`config.mk`:
```
export PLATFORM = sky130hd
export DESIGN_NAME = primitive_index_assembler_top_flat
export DESIGN_NICKNAME = d
export VERILOG_FILES = /design/src/sv/pia_pkg.sv /design/src/sv/pia_if.sv /design/src/sv/pia_fifo.sv /design/src/sv/pia_front.sv /design/src/sv/pia_back.sv /design/src/sv/primitive_index_assembler_top.sv /design/src/flat_wrapper.sv
export VERILOG_INCLUDE_DIRS = /design/src /design/src/sv
export SDC_FILE = /design/constraint.sdc
export NUM_CORES = 1
export LEC_CHECK = 0
export BUFFER_PORTS_ARGS = -buffer_cell sky130_fd_sc_hd__clkbuf_2
export CAP_MARGIN = 15
export CORE_ASPECT_RATIO = 1.4
export CORE_MARGIN = 2
export CORE_UTILIZATION = 40
export CTS_CLUSTER_DIAMETER = 50
export DETAILED_ROUTE_END_ITERATION = 10
export HOLD_SLACK_MARGIN = 0.08
export SETUP_SLACK_MARGIN = 0.2
export SKIP_LAST_GASP = 1
export SYNTH_ARGS = -nofsm -noshare
export SYNTH_HDL_FRONTEND = slang
export SYNTH_SLANG_ARGS = --single-unit
```
`constraint.sdc`:
```
create_clock -name clk -period 14.7 [get_ports clk]
set_input_delay 2.94 -clock clk [delete_from_list [all_inputs] [get_ports clk]]
set_output_delay 2.94 -clock clk [all_outputs]
set_load 0.05 [all_outputs]
```
`src/sv/primitive_index_assembler_top_defines.svh`:
```
// Assertion macros shared by the primitive index assembler RTL.
// Depends on nothing; included by the files that carry assertions.
// Simulation builds get the checks, synthesis builds get empty bodies.
`ifndef PRIMITIVE_INDEX_ASSEMBLER_TOP_DEFINES_SVH
`define PRIMITIVE_INDEX_ASSEMBLER_TOP_DEFINES_SVH

`ifndef SYNTHESIS
// Checked at every edge outside reset.
`define PIA_ASSERT(label, clk, rst_n, prop, msg) \
  label: assert property (@(posedge clk) disable iff (!rst_n) prop) else $error(msg);
// Checked at every edge at which rst_n is high both now and at the previous edge.
`define PIA_ASSERT_POST_RST(label, clk, rst_n, prop, msg) \
  label: assert property (@(posedge clk) disable iff (!rst_n || !$past(rst_n)) prop) \
    else $error(msg);
`else
`define PIA_ASSERT(label, clk, rst_n, prop, msg)
`define PIA_ASSERT_POST_RST(label, clk, rst_n, prop, msg)
`endif

`endif

```
`src/sv/pia_pkg.sv`:
```
// Package of the primitive index assembler: codes, the queue entry type
// and default sizes. Depends on nothing; the interfaces, front, back and top use it.
package pia_pkg;

  localparam int INDEX_WIDTH_DEF = 16;
  localparam int FIFO_DEPTH_DEF  = 4;
  localparam int COUNT_W         = 16;
  localparam int FIELD_W         = 16;

  typedef enum logic [1:0] {
    OP_BEGIN  = 2'd0,
    OP_VERTEX = 2'd1,
    OP_END    = 2'd2
  } op_t;

  typedef enum logic [2:0] {
    MODE_TRI       = 3'd0,
    MODE_QUAD      = 3'd1,
    MODE_STRIP     = 3'd2,
    MODE_QUADSTRIP = 3'd3,
    MODE_FAN       = 3'd4,
    MODE_LINELOOP  = 3'd5
  } mode_t;

  typedef enum logic [1:0] {
    KIND_TRI  = 2'd0,
    KIND_LINE = 2'd1,
    KIND_ERR  = 2'd2
  } kind_t;

  // One classified item: one or two index tuples as offsets from the
  // primitive's first vertex.
  typedef struct packed {
    kind_t              kind;
    logic               two;
    logic [COUNT_W-1:0] a0;
    logic [COUNT_W-1:0] b0;
    logic [COUNT_W-1:0] c0;
    logic [COUNT_W-1:0] a1;
    logic [COUNT_W-1:0] b1;
    logic [COUNT_W-1:0] c1;
  } job_t;

endpackage

```
`src/sv/pia_if.sv`:
```
// Valid/ready channel interfaces for the primitive index assembler.
// Depends on pia_pkg for the field widths.
interface pia_in_if;
  logic       valid;
  logic       ready;
  logic [1:0] op;
  logic [2:0] prim_mode;
  logic [pia_pkg::FIELD_W-1:0] base_index;

  modport source (output valid, output op, output prim_mode, output base_index,
                  input ready);
  modport sink   (input valid, input op, input prim_mode, input base_index,
                  output ready);
endinterface

interface pia_out_if;
  logic       valid;
  logic       ready;
  logic [1:0] kind;
  logic [pia_pkg::FIELD_W-1:0] idx_a;
  logic [pia_pkg::FIELD_W-1:0] idx_b;
  logic [pia_pkg::FIELD_W-1:0] idx_c;
  logic       last;

  modport source (output valid, output kind, output idx_a, output idx_b,
                  output idx_c, output last, input ready);
  modport sink   (input valid, input kind, input idx_a, input idx_b,
                  input idx_c, input last, output ready);
endinterface

```
`src/sv/pia_fifo.sv`:
```
// Short register queue between the front and back of the assembler.
// Depends on the assertion macros header; generic in width and depth.
`include "primitive_index_assembler_top_defines.svh"

module pia_fifo #(
  parameter int WIDTH = 8,
  parameter int DEPTH = 4
) (
  input  logic             clk,
  input  logic             rst_n,
  input  logic             push,
  input  logic [WIDTH-1:0] push_data,
  output logic             full,
  input  logic             pop,
  output logic [WIDTH-1:0] pop_data,
  output logic             empty
);

  localparam int PW = $clog2(DEPTH);
  localparam int CW = $clog2(DEPTH + 1);

  logic [WIDTH-1:0] mem_r [DEPTH];
  logic [PW-1:0]    wr_ptr_r, wr_ptr_nxt;
  logic [PW-1:0]    rd_ptr_r, rd_ptr_nxt;
  logic [CW-1:0]    count_r, count_nxt;
  logic             do_push, do_pop;

  assign full     = (count_r == CW'(DEPTH));
  assign empty    = (count_r == '0);
  assign do_push  = push && !full;
  assign do_pop   = pop && !empty;
  assign pop_data = mem_r[rd_ptr_r];

  always_comb begin
    wr_ptr_nxt = wr_ptr_r;
    rd_ptr_nxt = rd_ptr_r;
    count_nxt  = count_r;
    if (do_push) begin
      wr_ptr_nxt = (wr_ptr_r == PW'(DEPTH - 1)) ? '0 : wr_ptr_r + 1'b1;
    end
    if (do_pop) begin
      rd_ptr_nxt = (rd_ptr_r == PW'(DEPTH - 1)) ? '0 : rd_ptr_r + 1'b1;
    end
    if (do_push && !do_pop) begin
      count_nxt = count_r + 1'b1;
    end else if (do_pop && !do_push) begin
      count_nxt = count_r - 1'b1;
    end
  end

  always_ff @(posedge clk) begin
    if (!rst_n) begin
      wr_ptr_r <= '0;
      rd_ptr_r <= '0;
      count_r  <= '0;
    end else begin
      wr_ptr_r <= wr_ptr_nxt;
      rd_ptr_r <= rd_ptr_nxt;
      count_r  <= count_nxt;
    end
  end

  always_ff @(posedge clk) begin
    if (do_push) begin
      mem_r[wr_ptr_r] <= push_data;
    end
  end

  `PIA_ASSERT_POST_RST(a_fifo_count_bound, clk, rst_n, count_r <= CW'(DEPTH), "queue count exceeds depth")

endmodule

```
`src/sv/pia_front.sv`:
```
// Front of the assembler: accepts items, tracks the open primitive and
// classifies each item into a queue entry. Depends on pia_pkg and pia_if.
`include "primitive_index_assembler_top_defines.svh"

module pia_front #(
  parameter int INDEX_WIDTH = pia_pkg::INDEX_WIDTH_DEF,
  localparam int LW = (INDEX_WIDTH < pia_pkg::FIELD_W) ? INDEX_WIDTH : pia_pkg::FIELD_W
) (
  input  logic            clk,
  input  logic            rst_n,
  pia_in_if.sink          in_ch,
  output logic            push,
  output pia_pkg::job_t   job,
  output logic [LW-1:0]   first,
  input  logic            full
);

  localparam int CW = pia_pkg::COUNT_W;

  logic          active_r, active_nxt;
  logic [2:0]    mode_r, mode_nxt;
  logic [LW-1:0] first_r, first_nxt;
  logic [CW-1:0] count_r, count_nxt;
  logic [1:0]    mod3_r, mod3_nxt;
  logic          accept;
  logic          emit;
  logic [CW-1:0] n;
  logic [1:0]    n_mod3;
  logic [CW-1:0] i;

  assign in_ch.ready = !full;
  assign accept      = in_ch.valid && in_ch.ready;
  assign push        = accept && emit;
  assign first       = first_r;

  // Count after this vertex and its residue modulo three; the residue
  // restarts whenever the count wraps to zero.
  assign n      = count_r + 1'b1;
  assign n_mod3 = (n == '0 || mod3_r == 2'd2) ? 2'd0 : mod3_r + 2'd1;
  assign i      = n - CW'(3);

  always_comb begin
    job       = '0;
    job.kind  = pia_pkg::KIND_TRI;
    emit      = 1'b0;
    if (in_ch.op == pia_pkg::OP_VERTEX && active_r) begin
      case (mode_r)
        pia_pkg::MODE_TRI: begin
          emit   = (n >= CW'(3)) && (n_mod3 == 2'd0);
          job.a0 = n - CW'(3);
          job.b0 = n - CW'(2);
          job.c0 = n - CW'(1);
        end
        pia_pkg::MODE_QUAD: begin
          emit    = (n >= CW'(4)) && (n[1:0] == 2'b00);
          job.two = 1'b1;
          job.a0  = n - CW'(4);
          job.b0  = n - CW'(3);
          job.c0  = n - CW'(2);
          job.a1  = n - CW'(4);
          job.b1  = n - CW'(2);
          job.c1  = n - CW'(1);
        end
        pia_pkg::MODE_STRIP: begin
          // Odd triangles swap their first two vertices to keep the winding.
          emit   = (n >= CW'(3));
          job.a0 = i[0] ? i + 1'b1 : i;
          job.b0 = i[0] ? i : i + 1'b1;
          job.c0 = n - CW'(1);
        end
        pia_pkg::MODE_QUADSTRIP: begin
          emit    = (n >= CW'(4)) && !n[0];
          job.two = 1'b1;
          job.a0  = n - CW'(4);
          job.b0  = n - CW'(3);
          job.c0  = n - CW'(1);
          job.a1  = n - CW'(4);
          job.b1  = n - CW'(1);
          job.c1  = n - CW'(2);
        end
        pia_pkg::MODE_FAN: begin
          emit   = (n >= CW'(3));
          job.a0 = '0;
          job.b0 = n - CW'(2);
          job.c0 = n - CW'(1);
        end
        pia_pkg::MODE_LINELOOP: begin
          emit     = (n >= CW'(2));
          job.kind = pia_pkg::KIND_LINE;
          job.a0   = n - CW'(2);
          job.b0   = n - CW'(1);
        end
        default: begin
          emit = 1'b0;
        end
      endcase
    end else if (in_ch.op == pia_pkg::OP_END && active_r) begin
      if (mode_r == pia_pkg::MODE_LINELOOP) begin
        // Closing line from the last vertex back to the first.
        emit     = (count_r != '0);
        job.kind = pia_pkg::KIND_LINE;
        job.a0   = count_r - 1'b1;
        job.b0   = '0;
      end else if (mode_r > pia_pkg::MODE_LINELOOP) begin
        emit     = 1'b1;
        job.kind = pia_pkg::KIND_ERR;
      end
    end
  end

  always_comb begin
    active_nxt = active_r;
    mode_nxt   = mode_r;
    first_nxt  = first_r;
    count_nxt  = count_r;
    mod3_nxt   = mod3_r;
    if (accept) begin
      if (in_ch.op == pia_pkg::OP_BEGIN) begin
        active_nxt = 1'b1;
        mode_nxt   = in_ch.prim_mode;
        first_nxt  = in_ch.base_index[LW-1:0];
        count_nxt  = '0;
        mod3_nxt   = 2'd0;
      end else if (in_ch.op == pia_pkg::OP_VERTEX && active_r) begin
        count_nxt = n;
        mod3_nxt  = n_mod3;
      end else if (in_ch.op == pia_pkg::OP_END) begin
        active_nxt = 1'b0;
      end
    end
  end

  always_ff @(posedge clk) begin
    if (!rst_n) begin
      active_r <= 1'b0;
      mode_r   <= '0;
      first_r  <= '0;
      count_r  <= '0;
      mod3_r   <= '0;
    end else begin
      active_r <= active_nxt;
      mode_r   <= mode_nxt;
      first_r  <= first_nxt;
      count_r  <= count_nxt;
      mod3_r   <= mod3_nxt;
    end
  end

  `PIA_ASSERT(a_end_closes, clk, rst_n, accept && in_ch.op == pia_pkg::OP_END |=> !active_r, "primitive still open after end")

endmodule

```
`src/sv/pia_back.sv`:
```
// Back of the assembler: turns queue entries into index beats, one beat a
// ready cycle, through an output register. Depends on pia_pkg and pia_if.
`include "primitive_index_assembler_top_defines.svh"

module pia_back #(
  parameter int INDEX_WIDTH = pia_pkg::INDEX_WIDTH_DEF,
  localparam int LW = (INDEX_WIDTH < pia_pkg::FIELD_W) ? INDEX_WIDTH : pia_pkg::FIELD_W
) (
  input  logic            clk,
  input  logic            rst_n,
  input  logic            empty,
  input  pia_pkg::job_t   job,
  input  logic [LW-1:0]   first,
  output logic            pop,
  pia_out_if.source       out_ch
);

  localparam int FW = pia_pkg::FIELD_W;

  logic          out_valid_r, out_valid_nxt;
  logic          phase_r, phase_nxt;
  logic [1:0]    kind_r;
  logic [FW-1:0] idx_a_r, idx_b_r, idx_c_r;
  logic          last_r;
  logic          load, take, last_beat;
  logic [LW-1:0] sum_a, sum_b, sum_c;
  logic [pia_pkg::COUNT_W-1:0] off_a, off_b, off_c;

  assign load      = !out_valid_r || out_ch.ready;
  assign take      = load && !empty;
  assign last_beat = !job.two || phase_r;
  assign pop       = take && last_beat;

  assign off_a = phase_r ? job.a1 : job.a0;
  assign off_b = phase_r ? job.b1 : job.b0;
  assign off_c = phase_r ? job.c1 : job.c0;

  // Index sums wrap at the index width.
  assign sum_a = first + off_a[LW-1:0];
  assign sum_b = first + off_b[LW-1:0];
  assign sum_c = first + off_c[LW-1:0];

  always_comb begin
    out_valid_nxt = out_valid_r;
    phase_nxt     = phase_r;
    if (take) begin
      out_valid_nxt = 1'b1;
      phase_nxt     = job.two && !phase_r;
    end else if (out_ch.ready) begin
      out_valid_nxt = 1'b0;
    end
  end

  always_ff @(posedge clk) begin
    if (!rst_n) begin
      out_valid_r <= 1'b0;
      phase_r     <= 1'b0;
    end else begin
      out_valid_r <= out_valid_nxt;
      phase_r     <= phase_nxt;
    end
  end

  always_ff @(posedge clk) begin
    if (take) begin
      kind_r  <= job.kind;
      last_r  <= last_beat;
      idx_a_r <= (job.kind == pia_pkg::KIND_ERR) ? '0 : FW'(sum_a);
      idx_b_r <= (job.kind == pia_pkg::KIND_ERR) ? '0 : FW'(sum_b);
      idx_c_r <= (job.kind == pia_pkg::KIND_TRI) ? FW'(sum_c) : '0;
    end
  end

  assign out_ch.valid = out_valid_r;
  assign out_ch.kind  = kind_r;
  assign out_ch.idx_a = idx_a_r;
  assign out_ch.idx_b = idx_b_r;
  assign out_ch.idx_c = idx_c_r;
  assign out_ch.last  = last_r;

  `PIA_ASSERT(a_phase_has_beat, clk, rst_n, phase_r |-> out_valid_r && !empty, "second beat pending without a shown beat or queue entry")
  `PIA_ASSERT(a_not_last_pending, clk, rst_n, out_valid_r && !out_ch.last |-> phase_r, "beat without last but no second beat pending")

endmodule

```
`src/sv/primitive_index_assembler_top.sv`:
```
// Primitive index assembler: begin, vertex and end beats in, triangle or
// line index beats out. An accepted item passes through the queue and then
// the output register before its first result beat is valid.
// Throughput: one input beat per cycle while the queue has room. An item with two
// tuples fills two output beats, as the back end issues one per cycle while ready.
// Reset (rst_n, synchronous, active low) closes any primitive and empties the queue.
//
// Structure. The front end (pia_front) accepts every input beat while the
// queue has room, keeps the open primitive's mode, first vertex index and
// vertex count, and decides for each beat whether it produces zero, one or
// two index tuples. Beats that produce something are written into a short
// register queue (pia_fifo) as offsets from the first vertex, together with
// the first vertex index in force at that time. The back end (pia_back)
// reads the queue head, adds the offsets to the first index at the index
// width, and presents one tuple per ready cycle through an output register, so
// a stalled consumer never stops the front end until the queue is full.
// The last flag marks the final beat that one input beat causes.
`include "primitive_index_assembler_top_defines.svh"

module primitive_index_assembler_top #(
  parameter int INDEX_WIDTH = pia_pkg::INDEX_WIDTH_DEF,
  parameter int FIFO_DEPTH  = pia_pkg::FIFO_DEPTH_DEF
) (
  input  logic       clk,
  input  logic       rst_n,
  pia_in_if.sink     in_ch,
  pia_out_if.source  out_ch
);

  // Indices are carried only as wide as both the index width and the
  // output fields allow.
  localparam int LW = (INDEX_WIDTH < pia_pkg::FIELD_W) ? INDEX_WIDTH : pia_pkg::FIELD_W;
  localparam int DW = $bits(pia_pkg::job_t) + LW;

  pia_pkg::job_t push_job, pop_job;
  logic [LW-1:0] push_first, pop_first;
  logic [DW-1:0] push_data, pop_data;
  logic          push, pop, full, empty;

  pia_front #(
    .INDEX_WIDTH (INDEX_WIDTH)
  ) u_front (
    .clk   (clk),
    .rst_n (rst_n),
    .in_ch (in_ch),
    .push  (push),
    .job   (push_job),
    .first (push_first),
    .full  (full)
  );

  assign push_data = {push_job, push_first};

  pia_fifo #(
    .WIDTH (DW),
    .DEPTH (FIFO_DEPTH)
  ) u_fifo (
    .clk       (clk),
    .rst_n     (rst_n),
    .push      (push),
    .push_data (push_data),
    .full      (full),
    .pop       (pop),
    .pop_data  (pop_data),
    .empty     (empty)
  );

  assign {pop_job, pop_first} = pop_data;

  pia_back #(
    .INDEX_WIDTH (INDEX_WIDTH)
  ) u_back (
    .clk    (clk),
    .rst_n  (rst_n),
    .empty  (empty),
    .job    (pop_job),
    .first  (pop_first),
    .pop    (pop),
    .out_ch (out_ch)
  );

  // A tuple can only be read out of a queue that holds one.
  `PIA_ASSERT(a_pop_needs_entry, clk, rst_n, pop |-> !empty, "queue read while empty")

endmodule
```
`src/flat_wrapper.sv`:
```
// flat-port wrapper written by rule: the top's interface ports become plain ports
module primitive_index_assembler_top_flat 
#(
  parameter int INDEX_WIDTH = pia_pkg::INDEX_WIDTH_DEF,
  parameter int FIFO_DEPTH  = pia_pkg::FIFO_DEPTH_DEF
)
  (clk, rst_n, in_ch_valid, in_ch_op, in_ch_prim_mode, in_ch_base_index, in_ch_ready, out_ch_valid, out_ch_kind, out_ch_idx_a, out_ch_idx_b, out_ch_idx_c, out_ch_last, out_ch_ready);
  pia_in_if in_ch_i ();
  pia_out_if out_ch_i ();
  input  logic clk;
  input  logic rst_n;
  input wire logic [$bits(in_ch_i.valid)-1:0] in_ch_valid;
  input wire logic [$bits(in_ch_i.op)-1:0] in_ch_op;
  input wire logic [$bits(in_ch_i.prim_mode)-1:0] in_ch_prim_mode;
  input wire logic [$bits(in_ch_i.base_index)-1:0] in_ch_base_index;
  output wire logic [$bits(in_ch_i.ready)-1:0] in_ch_ready;
  output wire logic [$bits(out_ch_i.valid)-1:0] out_ch_valid;
  output wire logic [$bits(out_ch_i.kind)-1:0] out_ch_kind;
  output wire logic [$bits(out_ch_i.idx_a)-1:0] out_ch_idx_a;
  output wire logic [$bits(out_ch_i.idx_b)-1:0] out_ch_idx_b;
  output wire logic [$bits(out_ch_i.idx_c)-1:0] out_ch_idx_c;
  output wire logic [$bits(out_ch_i.last)-1:0] out_ch_last;
  input wire logic [$bits(out_ch_i.ready)-1:0] out_ch_ready;
  assign in_ch_i.valid = in_ch_valid;
  assign in_ch_i.op = in_ch_op;
  assign in_ch_i.prim_mode = in_ch_prim_mode;
  assign in_ch_i.base_index = in_ch_base_index;
  assign in_ch_ready = in_ch_i.ready;
  assign out_ch_valid = out_ch_i.valid;
  assign out_ch_kind = out_ch_i.kind;
  assign out_ch_idx_a = out_ch_i.idx_a;
  assign out_ch_idx_b = out_ch_i.idx_b;
  assign out_ch_idx_c = out_ch_i.idx_c;
  assign out_ch_last = out_ch_i.last;
  assign out_ch_i.ready = out_ch_ready;
  primitive_index_assembler_top #(.INDEX_WIDTH(INDEX_WIDTH), .FIFO_DEPTH(FIFO_DEPTH)) u_core (.clk(clk), .rst_n(rst_n), .in_ch(in_ch_i), .out_ch(out_ch_i));
endmodule
```
==> results of run 1 <==
## area by class of cell
class	instances	area, um^2
fillers	6044	37200
flip-flops and latches	560	16300
multi-input cells	1292	10500
clock buffers	69	1460
well taps	862	1080
repair buffers	112	661
clock inverters	34	397
inverters	44	165
diodes	1	2.50
## state kept, by name, summed over array words and instances, names as in the netlist, 3 cells and up, named ones only
name                        count
u_core.u_front.first           16
u_core.u_front.count_r         16
u_core.u_front.mode_r           3
u_core.u_back.out_ch.idx_c     16
u_core.u_fifo.count_r           3
u_core.u_fifo.mem_r           460
u_core.u_back.out_ch.idx_a     16
u_core.u_back.out_ch.idx_b     16
## tightest hold or removal path: cells and delay by family, from the launching register on
kind / cells / cell delay, ns
and+or+nand+nor: 1 / 0.07
DFF: 1 / 0.34
muxes: 1 / 0.06
## worst max path at each step
stage	startpoint	endpoint	slack, ns
6_report	u_core.u_front.count_r[1]	u_core.u_fifo.mem_r[3][69]	8.09
3_3_place_gp	in_ch_op[0]	u_core.u_fifo.mem_r[1][56]	8.23
2_1_floorplan	in_ch_op[0]	u_core.u_fifo.mem_r[0][0]	7.57
3_5_place_dp	u_core.u_front.count_r[1]	u_core.u_fifo.mem_r[2][49]	8.16
5_1_grt	u_core.u_front.count_r[0]	u_core.u_fifo.mem_r[0][23]	7.66
4_1_cts	u_core.u_front.count_r[0]	u_core.u_fifo.mem_r[2][60]	8.12
## per-layer routing
layer	GRT usage [%]	wire length, um
met1	28.0	31000
met2	38.9	39800
met4	12.8	4980
met5	0	17
met3	2.90	4020
## power by group
group	switching, uW	internal [uW]	total, uW	leakage (uW)
combinational	40.3	16.9	57.2	0.00414
clock	619	806	1430	0.000890
sequential	2.83	1720	1720	0.00521
## placed cells by master, fill, tap and decap left out, drive strengths merged, types with 15 or more instances in the layout
cell type / netlist / routed
edfxtp: 511 / 511
nand2: 163 / 163
nor2: 160 / 160
clkbuf: 75 / 146
mux4: 115 / 115
xnor2: 89 / 89
a21oi: 88 / 88
o21ai: 63 / 63
ha: 62 / 62
dfxtp: 49 / 49
nor3: 49 / 49
inv: 41 / 45
mux2: 42 / 42
xor2: 40 / 40
nand3: 38 / 38
buf: 42 / 35
and2: 32 / 32
a21boi: 30 / 30
nor2b: 29 / 29
clkinv: 3 / 24
mux2i: 21 / 21
a22oi: 21 / 21
o22ai: 19 / 19
and3: 17 / 17
nand4: 15 / 15
## stage by stage
| stage | cells | setup WS, ns | util, % |
|---|---|---|---|
| final | 2974 | 8.09 | 45.1 |
| after global placement | 2869 | 8.23 | 42.4 |
| after floorplan | 2013 | 7.57 | - |
| after CTS | 2972 | 8.12 | 45.1 |
| after detailed placement | 2869 | 8.16 | 42.4 |
| after global routing | 2973 | 7.66 | 45.1 |
## cell families (layout without fill, tap and decap cells)
group                      count (synthesis)  in the layout  synth area share [%]
buffers and inverters                    161            259                  2.32
AOI/OAI and AO/OA                        344            344                  8.51
xor gates and xnor gates                 131            131                  4.31
and+or+nand+nor                          573            573                  10.4
adders and majority gates                 66             66                  3.12
muxes                                    178            178                  11.9
DFF                                      560            560                  59.5
other                                      0              1                     0
==> impl_metrics.py, run 1 <==
metrics = {
    "synthesis": {
        "ys_ff_latch": 560,
        "synthesis.area_mm2": 0.0275,
        "yosysMostFrequentCell": "sky130_fd_sc_hd__edfxtp_1",
        "synth_common_cells": "sky130_fd_sc_hd__edfxtp_1, sky130_fd_sc_hd__nand2_1, sky130_fd_sc_hd__nor2_1",
        "dominant_cell_type_by_area_after_synthesis": "sky130_fd_sc_hd__edfxtp_1",
        "number_of_instances_in_the_synthesized_netlist": 2013,
        "synth.yosys.seq_area_share_pct": 59.5,
        "post_synth_edffs": 511,
        "ys_top_cells_by_area": "sky130_fd_sc_hd__edfxtp_1, sky130_fd_sc_hd__mux4_2, sky130_fd_sc_hd__dfxtp_1, sky130_fd_sc_hd__ha_1, sky130_fd_sc_hd__xnor2_1",
        "synth_area_per_inst_um2": 13.6,
        "mappedNetlistNets": 2104,
        "synthDistinctLibCells": 94,
        "ys.warnings.count": 0,
        "synth_largest_type_area_fraction_pct": 55.9,
        "synthArstFlopShare_pct": 0,
        "postSynth.topFlopCell": "sky130_fd_sc_hd__edfxtp_1",
    },
    "global_route": {
        "grt.overflow.total": 0,
        "grt_pass1_vias": 17600,
        "antenna_found_initial": 3,
        "grt_pass1_wl_um": 117000,
        "grt_usage_pct": 22.8,
        "grt_max_degree": 89,
    },
    "detailed_routing": {
        "route.vias.total": 17500,
        "drcViolationCount": 0,
        "post_drt_via_cell_ratio": 5.89,
        "route.final.wire_length_um": 79800,
        "wl_per_cell_um": 26.8,
        "antenna_left": 0,
        "detailedRoute.firstPassIterationCount": 6,
        "drt-initial-drc-count": 1468,
    },
    "worst_setup_path": {
        "worstPathCellList": "and2_1 > nand2_1 > xnor2_1 > clkinv_1 > ha_1 > inv_1 > or4_4 > a211oi_4 > o2111a_1 > a41oi_1 > a221oi_1 > nor4_2 > nor2_4 > and2_4 > buf_4",
        "r2r_slack_ns": 8.09,
        "critPathArrivalTime_ns": 6.85,
        "critical-path-slowest-cell": "sky130_fd_sc_hd__and2_4",
        "worst_setup_path_start_kind": "flip-flop",
        "timing.critical_path.required_ns": 14.94,
        "path_delay_family": "simple AND/OR/NAND/NOR gates",
        "critical_path_cell_count": 15,
        "rr_startpoint": "u_core.u_front.count_r[1]",
        "r2r_end": "u_core.u_fifo.mem_r[3][69]",
        "timing.critical_path.buf_inv": 3,
        "max_stage_delay_ns": 0.82,
        "timing.critical_path.fanout_max": 63,
        "category_of_the_worst_setup_path_capture_point": "flip-flop",
        "ff2ff_path_depth": 15,
        "setup.worst_path.class": "flip-flop to flip-flop",
    },
    "power_and_ir_drop": {
        "power.leakage_uw": 0.0102,
        "report.power.total_uw": 3200,
        "power_per_standard_cell_area_mw_per_mm2": 105,
        "power.ir.vdd_worst_mv": 0.0922,
    },
    "placement": {
        "dp_hpwl_um": 56600,
        "placed_cell_area_mm2": 0.0288,
        "portBuffers": 77,
        "place_congestion": 0.998,
    },
    "cts": {
        "cts_tree": "done",
        "post_cts_resize_count": 0,
        "clock_network_latency_to_the_later_pin_of_the_worst_skew_pair_ns": 0.63,
        "postCtsSetupRepairBufs": 0,
        "cts_hold_repair.buffers": 0,
        "htreeDepth": 2,
        "cts_buffer_depth": 3,
        "worst_setup_hold_path_clk_slew_ns": 0.06,
        "tritoncts.num_buffers": 55,
        "cts_root_buf": "sky130_fd_sc_hd__clkbuf_16",
        "cts.sink_count": 560,
    },
    "timing": {
        "rsz0062_at_grt": "no",
        "min_period_over_period_pct": 44.9,
        "finalSetupTns_ns": 0,
        "finalWorstPathRequiredPeriod_ns": 6.61,
        "timing.clock.skew_ns": 0.0303,
        "setup_violations": 0,
        "clock.fmax_mhz": 151,
        "final_max_slew_viol_count": 0,
        "final_hold_viol_count": 0,
        "slew-limit-headroom_pct": 22.9,
        "hold-worst-slack_ns": 0.510,
        "tightestPinTransition_ns": 1.14,
    },
    "floorplanning": {
        "placeableCoreArea_mm2": 0.0679,
        "floorplan.io_pins": 78,
        "floorplan_die_area_mm2": 0.0708,
        "die-width_um": 225,
        "die_h_um": 314,
        "fp-row-count": 113,
        "start_util_pct": 40.5,
    },
    "final_layout": {
        "layout-area-overhead-vs-synth_pct": 11.6,
        "cell_area_after_layout_mm2": 0.0306,
        "drive_above_1_share_pct": 18.9,
        "nets": 2156,
    },
    "worst_hold_path": {
        "whs_endpoint": "u_core.u_fifo.wr_ptr_r[1]",
        "holdCritStartpoint": "u_core.u_fifo.wr_ptr_r[1]",
        "min-delay-path-class": "flip-flop to flip-flop",
        "min_path_cells": 2,
    },
    "status": {
        "status": "finished clean",
    },
    "job": {
        "max_cap_violations": 0,
    },
}
No activity file was read; power rests on OpenSTA's default activity.
==> run 2: changes to the inputs <==
==> constraint.sdc (replaced) <==
create_clock -name clk -period 5.34 [get_ports clk]
set_input_delay 1.068 -clock clk [delete_from_list [all_inputs] [get_ports clk]]
set_output_delay 1.068 -clock clk [all_outputs]
set_load 0.05 [all_outputs]
==> run 2 against run 1 <==
Net effect:
- combinational power increased to 2.6 times the previous value
- first-iteration DRC count increased by 12%
- sequential power increased to 2.8 times the previous value
- routed wire length decreased by 2.2%
- largest cell class unchanged
- global-route usage decreased by 0.55 points
- critical endpoint is now u_core.u_fifo.mem_r[3][74]
- maximum frequency increased by 38%
==> impl_metrics.py, run 2 (synthesis results as in run 1) <==
metrics = {
    "status": {
        "status": "finished clean",
    },
    "global_route": {
        "grt_pass1_vias": 17500,
        "grt.overflow.total": 0,
        "grt_pass1_wl_um": 116000,
        "grt_max_degree": 54,
        "antenna_found_initial": 0,
        "grt_usage_pct": 22.2,
    },
    "final_layout": {
        "largest_register_ffs": 460,
        "registers.top_by_ff_count": "u_core.u_fifo.mem_r",
        "nets": 2198,
        "final.fill_count": 5985,
        "antenna_cells_inserted": 0,
        "final_cell_mix": "sky130_fd_sc_hd__edfxtp_1, sky130_fd_sc_hd__nand2_1, sky130_fd_sc_hd__nor2_1",
        "final_cells": 3015,
        "drive_above_1_share_pct": 20.4,
        "layout-area-overhead-vs-synth_pct": 13.1,
        "layout.cells.most_common": "sky130_fd_sc_hd__edfxtp_1",
    },
    "timing": {
        "final_hold_viol_count": 0,
        "hold-worst-slack_ns": 0.502,
        "timing.clock.skew_ns": 0.0241,
        "rsz0062_at_grt": "no",
        "setup_violations": 0,
        "tightestPinTransition_ns": 1.20,
        "setup_slack_ns": 0.558,
        "slew-limit-headroom_pct": 19.9,
        "finalWorstPathRequiredPeriod_ns": 4.78,
        "final_max_slew_viol_count": 0,
        "clock.fmax_mhz": 209,
        "min_period_over_period_pct": 89.5,
        "finalSetupTns_ns": 0,
    },
    "worst_setup_path": {
        "timing.critical_path.fanout_max": 48,
        "r2r_slack_ns": 0.56,
        "ff2ff_path_depth": 12,
        "worst_setup_path_start_kind": "flip-flop",
        "setup.worst_path.class": "flip-flop to flip-flop",
        "rr_startpoint": "u_core.u_front.count_r[0]",
        "category_of_the_worst_setup_path_capture_point": "flip-flop",
        "r2r_end": "u_core.u_fifo.mem_r[3][74]",
        "timing.critical_path.required_ns": 5.63,
        "critPathArrivalTime_ns": 5.07,
    },
    "floorplanning": {
        "floorplan_die_area_mm2": 0.0708,
        "floorplan.io_pins": 78,
        "placeableCoreArea_mm2": 0.0679,
        "start_util_pct": 40.5,
        "die-width_um": 225,
        "fp-row-count": 113,
        "die_h_um": 314,
    },
    "worst_hold_path": {
        "min-delay-path-class": "flip-flop to flip-flop",
        "min_path_cells": 2,
        "whs_endpoint": "u_core.u_fifo.wr_ptr_r[1]",
        "holdCritStartpoint": "u_core.u_fifo.wr_ptr_r[1]",
    },
    "power_and_ir_drop": {
        "report.power.total_uw": 8780,
        "comb_power_share_pct": 1.7,
        "pwr-share-clk_pct": 44.4,
        "p_switching_uw": 1770,
        "internal_power_uw": 7010,
        "power_per_standard_cell_area_mw_per_mm2": 283,
        "pwr-share-seq_pct": 53.9,
        "power.ir.vdd_worst_mv": 0.249,
        "swShare_pct": 20.2,
        "power.leakage_uw": 0.0105,
    },
    "placement": {
        "dp_hpwl_um": 57000,
        "pre_cts_ws_ns": 0.449,
        "place_congestion": 1.00,
        "dp.cells": 2913,
        "portBuffers": 77,
    },
    "cts": {
        "cts_buffer_depth": 3,
        "tritoncts.num_buffers": 54,
        "postCtsSetupRepairBufs": 0,
        "cts.sink_count": 560,
        "clock_network_latency_to_the_later_pin_of_the_worst_skew_pair_ns": 0.62,
        "cts_root_buf": "sky130_fd_sc_hd__clkbuf_16",
        "post_cts_resize_count": 0,
        "worst_setup_hold_path_clk_slew_ns": 0.06,
        "cts_tree": "done",
        "cts_hold_repair.buffers": 0,
        "htreeDepth": 2,
    },
    "detailed_routing": {
        "route.vias.total": 17500,
        "route.final.wire_length_um": 78100,
        "detailedRoute.firstPassIterationCount": 7,
        "wl_per_cell_um": 25.9,
        "drcViolationCount": 0,
        "post_drt_via_cell_ratio": 5.79,
        "antenna_left": 0,
        "drt-initial-drc-count": 1640,
    },
    "job": {
        "max_cap_violations": 0,
    },
}
run 2: worst max-delay path by stage:
stage          slack, ns                       from  cells after the start                         end
2_1_floorplan      -0.24  u_core.u_front.count_r[0]                     14   u_core.u_fifo.mem_r[0][0]
3_3_place_gp        0.55  u_core.u_front.count_r[1]                     15  u_core.u_fifo.mem_r[3][74]
3_5_place_dp        0.45  u_core.u_front.count_r[1]                     12  u_core.u_fifo.mem_r[3][26]
4_1_cts             0.44  u_core.u_front.count_r[1]                     12  u_core.u_fifo.mem_r[3][74]
5_1_grt             0.28  u_core.u_front.count_r[0]                     16    u_core.u_fifo.count_r[2]
6_report            0.56  u_core.u_front.count_r[0]                     12  u_core.u_fifo.mem_r[3][74]
run 2: stage by stage:
| stage | utilization (%) | instance area, um^2 |
|---|---|---|
| 5_1_grt | 45.8 | 31000 |
| 4_1_cts | 45.7 | 31000 |
| 6_report | 45.8 | 31000 |
| 3_3_place_gp | 43.1 | 29200 |
| 2_1_floorplan | - | 27500 |
| 3_5_place_dp | 43.1 | 29200 |
run 2: per-layer routing:
metal  part of all wire, %  GRT usage [%]
met5                     0              0
met4                   5.7           11.7
met3                   4.8           2.89
met2                    51           38.8
met1                    39           26.9
run 2: power by group through the flow:
| stage | Sequential (uW) | Combinational (uW) | Clock, uW |
|---|---|---|---|
| after floorplan | 4820 | 86.3 | 0 |
| after global placement | 4830 | 147 | 0 |
| after detailed placement | 4830 | 147 | 0 |
| after CTS | 4730 | 147 | 3990 |
| after global routing | 4730 | 160 | 4150 |
| final | 4730 | 149 | 3900 |
run 2: final cells by class:
class                           count  area [um^2]  share of cell area, %
Sequential cell                   560        16300                   52.6
Clock buffer                       73         1510                   4.85
Clock inverter                     29          317                   1.02
Tap cell                          862         1080                   3.47
Timing Repair Buffer              155         1120                   3.61
Inverter                           44          165                  0.532
Multi-Input combinational cell   1292        10500                   33.9
run 2: critical path, stage by stage (launching register included):
cell and delay [ns]:
sky130_fd_sc_hd__dfxtp_1 0.55, sky130_fd_sc_hd__ha_1 0.25, sky130_fd_sc_hd__buf_4 0.29, sky130_fd_sc_hd__and3_1 0.31
sky130_fd_sc_hd__or4b_4 0.52, sky130_fd_sc_hd__a211oi_4 0.25, sky130_fd_sc_hd__o2111a_1 0.29, sky130_fd_sc_hd__a41oi_1 0.17
sky130_fd_sc_hd__a221oi_1 0.36, sky130_fd_sc_hd__nor4_2 0.10, sky130_fd_sc_hd__nor2_4 0.24, sky130_fd_sc_hd__and2_4 0.73
sky130_fd_sc_hd__buf_12 0.31
